`config.mk`:
```
export PLATFORM = sky130hd
export DESIGN_NAME = bfa_word_unit
export DESIGN_NICKNAME = d
export VERILOG_FILES = /design/src/design/bfa_pkg.sv /design/src/design/bfa_word_unit.sv
export SDC_FILE = /design/constraint.sdc
export NUM_CORES = 1
export LEC_CHECK = 0
export CORE_ASPECT_RATIO = 1.2
export CORE_MARGIN = 3
export CORE_UTILIZATION = 61
export DETAILED_ROUTE_END_ITERATION = 7
export DONT_BUFFER_PORTS = 1
export PLACE_DENSITY = 0.82
export SYNTH_ARGS = -nofsm -noshare
export SYNTH_HDL_FRONTEND = slang
export SYNTH_SLANG_ARGS = --single-unit
```
`constraint.sdc`:
```
create_clock -name vclk -period 4.1
set_input_delay 0.41 -clock vclk [all_inputs]
set_output_delay 0.41 -clock vclk [all_outputs]
set_load 0.01 [all_outputs]
```
`src/design/bfa_pkg.sv`:
```
package bfa_pkg;

    // Map geometry and address mapping
    localparam int FRAMES      = 65536;
    localparam int PAGE_SHIFT  = 12;
    localparam int WORD_BITS   = 32;
    localparam int BIT_W       = 5;
    localparam int MAP_WORDS   = FRAMES / WORD_BITS;
    localparam int WORD_W      = (MAP_WORDS > 1) ? $clog2(MAP_WORDS) : 1;
    localparam int FRAME_W     = WORD_W + BIT_W;
    localparam int ADDR_W      = 32;
    localparam int SFRAME_W    = ADDR_W - PAGE_SHIFT;

    // Limit register and frame counter
    localparam int LIM_W       = 17;
    localparam int COUNT_MAX   = (2 ** LIM_W) - 1;
    localparam int LIMIT_RESET = 65536;
    localparam int USED_RESET  = (LIMIT_RESET > FRAMES) ? FRAMES : LIMIT_RESET;

    typedef enum logic [1:0] {
        OP_ALLOC   = 2'd0,
        OP_FREE    = 2'd1,
        OP_RESERVE = 2'd2,
        OP_INIT    = 2'd3
    } opcode_t;

    typedef struct packed {
        opcode_t             opcode;
        logic [ADDR_W-1:0]   address;
    } req_t;

    typedef struct packed {
        logic [ADDR_W-1:0]   frame_address;
        logic                found;
        logic [LIM_W-1:0]    used_count;
        logic [LIM_W-1:0]    free_count;
    } rsp_t;

    // Command from the sequencer to the shared word unit
    typedef struct packed {
        logic [BIT_W-1:0]    bit_sel;
        logic                set_bit;
        logic [LIM_W-1:0]    span;
    } word_cmd_t;

    // Results of the shared word unit
    typedef struct packed {
        logic [WORD_BITS-1:0] alloc_word;
        logic                 alloc_hit;
        logic [BIT_W-1:0]     alloc_bit;
        logic [WORD_BITS-1:0] mod_word;
        logic                 old_bit;
    } word_res_t;

endpackage

```
`src/design/bfa_word_unit.sv`:
```
module bfa_word_unit (
    input  logic [bfa_pkg::WORD_BITS-1:0] data,
    input  bfa_pkg::word_cmd_t            cmd,
    output bfa_pkg::word_res_t            res
);

    logic [bfa_pkg::WORD_BITS-1:0] avail;
    logic [bfa_pkg::WORD_BITS-1:0] first_mask;
    logic [bfa_pkg::WORD_BITS-1:0] sel_mask;
    logic [bfa_pkg::BIT_W-1:0]     first_bit;

    // Free bits of the word, trimmed to the frames below the limit.
    always_comb
    begin
        avail = ~data;
        if (cmd.span < bfa_pkg::LIM_W'(bfa_pkg::WORD_BITS))
        begin
            avail = avail & ((bfa_pkg::WORD_BITS'(1) << cmd.span[bfa_pkg::BIT_W-1:0])
                             - bfa_pkg::WORD_BITS'(1));
        end
    end

    // Priority encoder for the lowest free bit.
    always_comb
    begin
        first_bit = '0;
        for (int i = bfa_pkg::WORD_BITS - 1; i >= 0; i--)
        begin
            if (avail[i])
            begin
                first_bit = bfa_pkg::BIT_W'(i);
            end
        end
    end

    assign first_mask = bfa_pkg::WORD_BITS'(1) << first_bit;
    assign sel_mask   = bfa_pkg::WORD_BITS'(1) << cmd.bit_sel;

    // Updated words for allocate and for a single-bit set or clear.
    always_comb
    begin
        res.alloc_hit  = |avail;
        res.alloc_bit  = first_bit;
        res.alloc_word = data | first_mask;
        res.old_bit    = data[cmd.bit_sel];
        res.mod_word   = cmd.set_bit ? (data | sel_mask) : (data & ~sel_mask);
    end

endmodule

```
## Word-level counts from Yosys, hierarchy flattened

Index checks and enable logic that the tools add are counted.

- Muxes and demuxes: 36
- Bitwise logic cells: 6
- Shift operators: 3
- Add/sub/neg operators: 1
- Order comparisons: 2
- Reductions and logical operators: 1

Operator list:

| cell | number |
|---|---|
| $mux W5 | 32 |
| $shl A1 B5 Y32 const A | 3 |
| $and A32 B32 Y32 | 2 |
| $mux W32 | 2 |
| $not A32 Y32 | 2 |
| $or A32 B32 Y32 | 2 |
| $reduce_or A32 Y1 | 1 |
| $sub A32 B1 Y32 const B | 1 |
| $lt A17 B6 Y1 const B | 1 |
| $lt A5 B6 Y1 const B | 1 |
| $bmux W1 S5 | 1 |
| $mux W1 | 1 |

- Input port bits: 55
- Flip-flop bits (word level): 0
- Output and inout bits: 71

## Depth between registers and ports, before layout

Gate-level depths: netlist of the first run.

- Depth after elaboration: 38
- Mapped depth: 18

## Worst setup path after synthesis of the first run

Ideal clock, no wire load.

- Kind: input-to-output
- Start: input cmd[0] (netlist name)
- End: output res[39] (netlist name)
- Stages: 14
- Arrival: 3.692 ns
- Setup slack: -0.002 ns
- Path buffers: 3
- Cell sequence: clkbuf_1 clkbuf_1 nor3_1 nand2_1 ha_1 clkbuf_1 nor3b_1 a31oi_1 o41ai_1 nor3b_1 a2111oi_4 o21ai_2 or3_4 o31ai_2

RTL lines:

| item | line | text |
|---|---|---|
| start, declared | bfa_word_unit.sv:3 | `input bfa_pkg::word_cmd_t cmd,` |
| end, declared | bfa_word_unit.sv:4 | `output bfa_pkg::word_res_t res` |

==> results of run 1 <==
## cell type report
class	count	share of cell area, %
Timing Repair Buffer	31	7.85
Tap cell	56	2.24
Multi-Input combinational cell	348	86.2
Inverter	31	3.73
## worst max path at each step
stage,end,start,depth (start not counted)
floorplan,res[56],cmd[1],14
global placement,res[67],cmd[4],13
detailed placement,res[67],cmd[4],13
CTS,res[67],cmd[4],13
global route,res[47],cmd[0],14
finish,res[67],cmd[4],14
## synthesized netlist by cell type (9+ instances only)
master | number | area share [%]
buf_2 | 9 | 1.6
nor2_1 | 35 | 4.5
o21ai_0 | 23 | 4.0
a41oi_1 | 10 | 3.0
mux2_2 | 14 | 5.4
nand2b_1 | 10 | 2.2
mux4_2 | 10 | 7.8
nand2_1 | 35 | 4.5
nand3_1 | 11 | 1.9
a31o_2 | 10 | 3.0
a21oi_1 | 25 | 4.3
clkbuf_1 | 23 | 3.0
nor3_1 | 12 | 2.1
o31ai_1 | 15 | 3.9
o31ai_2 | 11 | 4.7
inv_1 | 29 | 3.8
## per-layer routing
layer	up-vias	track usage [%]
met3	51	7.66
met2	298	63.7
met1	1688	48.5
met4	0	14.8
met5	-	0
li1	1634	-
## metrics by stage
stage	std cells	setup slack, ps
after floorplan	416	17.7
after global placement	464	20.3
after detailed placement	464	-29.8
after CTS	464	73.9
after global routing	466	9.64
final	466	139
## timing repair
action	CTS	global route
buffers inserted	0	2
setup endpoints to repair	2	27
gates resized for setup	1	11
gates cloned	0	0
pin swaps	0	4
## report_power, final
| part | switching (uW) | total [uW] | leakage [uW] | internal, uW |
|---|---|---|---|---|
| combinational | 142 | 244 | 0.00107 | 103 |
| sequential | 0 | 0 | 0 | 0 |
| clock | 0 | 0 | 0 | 0 |
## cell families after synthesis
logic type	Yosys count	share of synthesized area, %
AO/OA/AOI/OAI	168	45.5
AND/OR/NAND/NOR	153	30.2
buffers and inverters	68	10.1
multiplexers	25	13.5
XOR/XNOR	1	0.302
adder cells (fa/ha/maj)	1	0.431
==> flow_summary.toml, run 1 <==
[power_and_ir_drop]
power_density_nw_per_um2 = 78.3
p_leak_uw = 0.00107
worst_vdd_drop_v = 0.0000384
total_power_uw = 244

[worst_hold_path]
min_delay_worst_endpoint = "res[42]"
hold_path.startpoint = "data[3]"
timing.hold.worst.class = "in2out"
hold_path_depth = 1

[cells_and_area]
diodes = 0
seq_cell_count = 0
nets = 468
clock_buffers = 0
register_area_sq_um = 0
fin_util_pct = 70.6
most_frequent_cells_in_the_layout = "nand2_1 (35), nor2_1 (35), buf_4 (30)"
ratio_of_cells_with_drive_above_1_in_the_final_layout_pct = 25.6
layout-area-overhead-vs-synth_pct = 7.68
fillerInstances = 369
multi_input_area_sq_um = 2690
finish.instance_area_sq_um = 3120

[floorplanning]
die_height_microns = 81.5
floorplan.initialDensity_pct = 65.6
die_x_microns = 68.9
placeableCoreArea_sq_um = 4420
design.portCount = 126
floorplan.rows = 26
die_ar_sq_um = 5620

[grt]
grt-ovfl-total = 0
global_route.usage.total_pct = 38.6
grt_pass1_vias = 3177
antenna_found_initial = 0
grt_first_pass_wirelength_mm = 16.8
grt_max_degree = 33

[placement]
final_hpwl_from_detailed_placement_mm = 8.90
placement.cell_area_sq_um = 3030
place.gp.congestion = 1.03
io_buffer_count = 0

[routing]
avgViaCountPerCell = 7.88
detailroute.wirelength.met3_mm = 1.46
m1WireLength_mm = 4.02
drt_pre_antenna_iters = 6
drcViolationCount = 0
routed-via-count = 3671
maxUsedRoutingLayer = "met4"
drt-initial-drc-count = 435
wl_per_cell_microns = 24.3
detail-route-antenna-nets = 0
met2_layer_wire_length_in_the_routed_design_mm = 5.37
totalWireLength_mm = 11.3

[setup_path]
cp-end-kind = "output pin"
required_ps = 3690
critPathMaxFanout = 29
cpLargestDelayFamily = "compound AO/OA/AOI/OAI gates"
cpPeakStageDelay_ps = 430
critical_path.n_buffers_inverters = 3
critical-path-top-cell-by-count = "buf_4"
wp_data_arrival_ps = 3550
criticalPathCategory = "in2out"
cells_along_the_critical_path = "nor2_1 > nand2_1 > ha_1 > buf_4 > and4b_1 > a2111o_1 > a211oi_1 > or3b_1 > a21oi_1 > o211ai_1 > a21o_4 > inv_2 > o31ai_1 > buf_4"
startpoint_type = "primary input"
critical-path-slowest-cell = "a2111o_1"

[yosys]
syn_nets = 472
synthesis.instances = 416
yosys_warnings = 0
synth.distinct_cells = 74
synth-seq-area-share_pct = 0
synthesis.area_per_instance_sq_um = 6.97
mappedNetlistArea_sq_um = 2900

[sta]
min_period_over_period_pct = 96.6
post-route-min-period_ps = 3960
timing.slew.headroom_pct = 52.0
total_of_endpoints_with_negative_setup_slack_in_the_final_report = 0
timing.hold.ws_ps = 940
final_hold_viol_count = 0
unrepaired_setup_endpoints_after_global_routing = "false"
finalSetupTns_ps = 0
fmax_mhz = 252
final-max-slew-violation-count = 0
worst_pin_slew_ps = 718

[run_status]
run_status = "complete, no violations"

[run]
cap_viol_max_count = 0

[clock_tree]
holdBufCountCts = 0
Power figures use the tool's default switching activity.
==> run 2: changes to the inputs <==
PLACE_DENSITY = 0.79   (was 0.82)
clock period = 4.2 ns   (was 4.1 ns; I/O delays follow)
==> flow_summary.toml, run 2 (same netlist as run 1, synthesis figures left out) <==
[power_and_ir_drop]
power_switching_uw = 136
p_leak_uw = 0.00106
power.share.switching_pct = 57.2
worst_vdd_drop_v = 0.0000305
power_density_nw_per_um2 = 77.9
relative_contribution_of_combinational_cells_to_total_power_pct = 100.0
pwr-share-clk_pct = 0
internal_power_uw = 102
sequentialPowerShare_pct = 0

[placement]
place.gp.congestion = 0.985
io_buffer_count = 0
placed_cells_incl_taps = 464
final_hpwl_from_detailed_placement_mm = 8.89
detailedPlace.worstSlack_ps = 247

[setup_path]
critPathMaxFanout = 29
cp-end-kind = "output pin"
criticalPathCategory = "in2out"
cpPeakStageDelay_ps = 450
wp_data_arrival_ps = 3490
critical-path-slowest-cell = "a2111o_1"
startpoint_type = "primary input"
cells_along_the_critical_path = "nor2_1 > nand2_1 > ha_1 > and4b_1 > a2111o_1 > a211oi_1 > or3b_1 > a21oi_1 > o211ai_1 > a21o_4 > inv_2 > a41o_1"
required_ps = 3780

[sta]
worst_pin_slew_ps = 708
total_of_endpoints_with_negative_setup_slack_in_the_final_report = 0
fmax_mhz = 256
final_hold_viol_count = 0
finalSetupTns_ps = 0
unrepaired_setup_endpoints_after_global_routing = "false"
final-max-slew-violation-count = 0
min_period_over_period_pct = 93.0
final.setup.worst_slack_ps = 292
post-route-min-period_ps = 3910
timing.slew.headroom_pct = 52.7

[grt]
grt_max_degree = 33
antenna_found_initial = 0
grt-ovfl-total = 0
grt_first_pass_wirelength_mm = 16.7
global_route.usage.total_pct = 38.8
grt_pass1_vias = 3107

[floorplanning]
placeableCoreArea_sq_um = 4420
floorplan.rows = 26
die_ar_sq_um = 5620
die_x_microns = 68.9
die_height_microns = 81.5
floorplan.initialDensity_pct = 65.6
design.portCount = 126

[cells_and_area]
clock_buffers = 0
ratio_of_cells_with_drive_above_1_in_the_final_layout_pct = 24.7
nets = 471
final-instance-count-excl-fill = 469
diodes = 0
register_area_sq_um = 0
layout_commonest_cell = "nand2_1"
fillerInstances = 400
layout-area-overhead-vs-synth_pct = 5.44
seq_cell_count = 0
most_frequent_cells_in_the_layout = "nand2_1 (35), nor2_1 (34), buf_4 (34)"

[routing]
avgViaCountPerCell = 7.72
detail-route-antenna-nets = 0
drt-initial-drc-count = 397
routed-via-count = 3622
drt_pre_antenna_iters = 5
totalWireLength_mm = 11.2
wl_per_cell_microns = 24.0
drcViolationCount = 0

[clock_tree]
holdBufCountCts = 0

[worst_hold_path]
hold_path.startpoint = "data[14]"
timing.hold.worst.class = "in2out"
hold_path_depth = 2
min_delay_worst_endpoint = "res[53]"

[run_status]
run_status = "complete, no violations"

[run]
cap_viol_max_count = 0
## run 2: area by class of cell
type | instances | area [sq um] | share of cell area (%)
timing repair buffer | 34 | 255 | 8.35
inverter | 31 | 116 | 3.81
multi-input combinational | 348 | 2620 | 85.6
tap | 56 | 70.1 | 2.29
## run 2: metrics by stage
step | area, sq um | utilization, % | total power (uW) | hold slack [ps]
floorplan | 2900 | - | 208 | 936
global placement | 3010 | 68.1 | 227 | 948
detailed placement | 3010 | 68.1 | 229 | 948
CTS | 3010 | 68.1 | 230 | 948
global route | 3060 | 69.1 | 256 | 951
finish | 3060 | 69.1 | 238 | 950
## run 2: critical path: cells and delay by family
family | cells | cell delay, ps
AOI/OAI and AO/OA | 6 | 1740
adders and majority gates | 1 | 260
buffers and inverters | 1 | 280
and+or+nand+nor | 4 | 770
## run 2: per-layer routing
| metal | routed length, microns | global-route usage [%] | vias up |
|---|---|---|---|
| li1 | - | - | 1636 |
| met1 | 4170 | 49.9 | 1656 |
| met2 | 5290 | 64.6 | 276 |
| met3 | 1240 | 4.79 | 54 |
| met4 | 541 | 15.6 | 0 |
| met5 | 0 | 0 | - |
## run 2: power groups by stage
stage | clock network (uW) | logic, uW | registers (uW)
after global routing | 0 | 256 | 0
final | 0 | 238 | 0
after detailed placement | 0 | 229 | 0
after floorplan | 0 | 208 | 0
after global placement | 0 | 227 | 0
after CTS | 0 | 230 | 0
## run 2: what timing repair did
item / 4_1_cts / 5_1_grt
setup endpoints to repair: 0 / 12
resized for setup: 0 / 2
setup buffers: 0 / 5
## run 2: worst max path at each step
| stage | startpoint | to | slack (ps) |
|---|---|---|---|
| after floorplan | cmd[0] | res[39] | 80 |
| after global placement | cmd[13] | res[49] | 300 |
| after detailed placement | cmd[4] | res[55] | 250 |
| after CTS | cmd[4] | res[55] | 230 |
| after global routing | cmd[4] | res[67] | 40 |
| final | cmd[4] | res[50] | 290 |
==> run 3: changes to the inputs <==
CORE_UTILIZATION = 69   (was 61)
PLACE_DENSITY = 0.87   (was 0.79)
==> flow_summary.toml, run 3 (same netlist as run 1, synthesis figures left out) <==
[run_status]
run_status = "complete, no violations"

[cells_and_area]
ratio_of_cells_with_drive_above_1_in_the_final_layout_pct = 23.5
register_area_sq_um = 0
clock_buffers = 0
layout-area-overhead-vs-synth_pct = 3.45
seq_cell_count = 0
nets = 463
final-instance-count-excl-fill = 459
fin_util_pct = 74.9
diodes = 0
most_frequent_cells_in_the_layout = "nand2_1 (35), nor2_1 (35), inv_1 (29)"

[worst_hold_path]
hold_path.startpoint = "data[0]"
timing.hold.worst.class = "in2out"
hold_path_depth = 2

[grt]
grt_max_degree = 33
grt_pass1_vias = 3481
grt_first_pass_wirelength_mm = 17.5
global_route.usage.total_pct = 42.5
antenna_found_initial = 0
grt-ovfl-total = 0

[setup_path]
startpoint_type = "primary input"
required_ps = 3780
critical_path.startpoint = "cmd[4]"
criticalPathCategory = "in2out"
wp_data_arrival_ps = 3640
cp-end-kind = "output pin"
critPathMaxFanout = 29

[sta]
worst_pin_slew_ps = 746
fmax_mhz = 246
timing.slew.headroom_pct = 50.1
post-route-min-period_ps = 4060
min_period_over_period_pct = 96.6
final_hold_viol_count = 0
final-max-slew-violation-count = 0
total_of_endpoints_with_negative_setup_slack_in_the_final_report = 0

[power_and_ir_drop]
relative_contribution_of_combinational_cells_to_total_power_pct = 100.0
p_leak_uw = 0.00102
sequentialPowerShare_pct = 0
internal_power_uw = 97.8
pwr-share-clk_pct = 0
power_switching_uw = 137
power_density_nw_per_um2 = 78.3
worst_vdd_drop_v = 0.0000353
total_power_uw = 235
power.share.switching_pct = 58.3

[routing]
drt-initial-drc-count = 493
detail-route-antenna-nets = 0
drt_pre_antenna_iters = 5
drcViolationCount = 0
wl_per_cell_microns = 24.6
totalWireLength_mm = 11.3
avgViaCountPerCell = 8.30
routed-via-count = 3811

[placement]
final_hpwl_from_detailed_placement_mm = 8.82
place.gp.congestion = 1.06
io_buffer_count = 0
placed_cells_incl_taps = 459

[floorplanning]
die_height_microns = 77.0
floorplan.initialDensity_pct = 72.4
die_ar_sq_um = 5020
floorplan.rows = 25
die_x_microns = 65.2
design.portCount = 126
placeableCoreArea_sq_um = 4000

[clock_tree]
post-cts-setup-buffers = 0
holdBufCountCts = 0
postCtsResizedCells = 0

[run]
cap_viol_max_count = 0
## run 3: changes by cell type in the layout (fill, tap and decap cells not counted)
cell      previous run  this run
buf_4               34        26
nor2_2               1         0
a211oi_2             0         1
ha_1                 1         0
ha_2                 0         1
a211oi_1             6         5
nor2_1              34        35
## run 3: metrics by stage
stage	TNS, ps	area (sq um)	worst slack, ps	hold WS [ps]
finish	0	3000	143	952
global route	-13.7	3000	-13.7	959
CTS	0	2990	68.7	952
detailed placement	0	2990	72.3	952
global placement	0	2990	75.2	945
floorplan	0	2900	77.6	936
## run 3: worst paths after layout
path                   to  slack (ps)
setup / recovery  res[70]         140
hold / removal    res[39]         950
## run 3: final cells by class
cell class / count / area (sq um)
repair buffers: 26 / 195
multi-input cells: 348 / 2620
well taps: 54 / 67.6
fillers: 345 / 1000
inverters: 31 / 116
## run 3: power by group through the flow
stage | Combinational [uW] | Sequential (uW) | Clock, uW
final | 235 | 0 | 0
after global routing | 249 | 0 | 0
after CTS | 229 | 0 | 0
after detailed placement | 227 | 0 | 0
after global placement | 224 | 0 | 0
after floorplan | 208 | 0 | 0
## run 3: per-layer routing
| layer | GRT usage (%) | share of wire [%] |
|---|---|---|
| met1 | 49.7 | 34 |
| met2 | 70.4 | 45 |
| met3 | 8.64 | 13 |
| met4 | 24.3 | 8.2 |
| met5 | 0 | 0 |
## run 3: critical path, stage by stage
cell	delay, ps
nor4_2	320
nand2_1	110
ha_2	270
buf_4	190
a2111oi_2	400
o221ai_1	200
or3_1	430
nand2b_1	190
a21oi_1	200
o21ai_2	100
buf_4	210
o31ai_1	400
buf_4	200
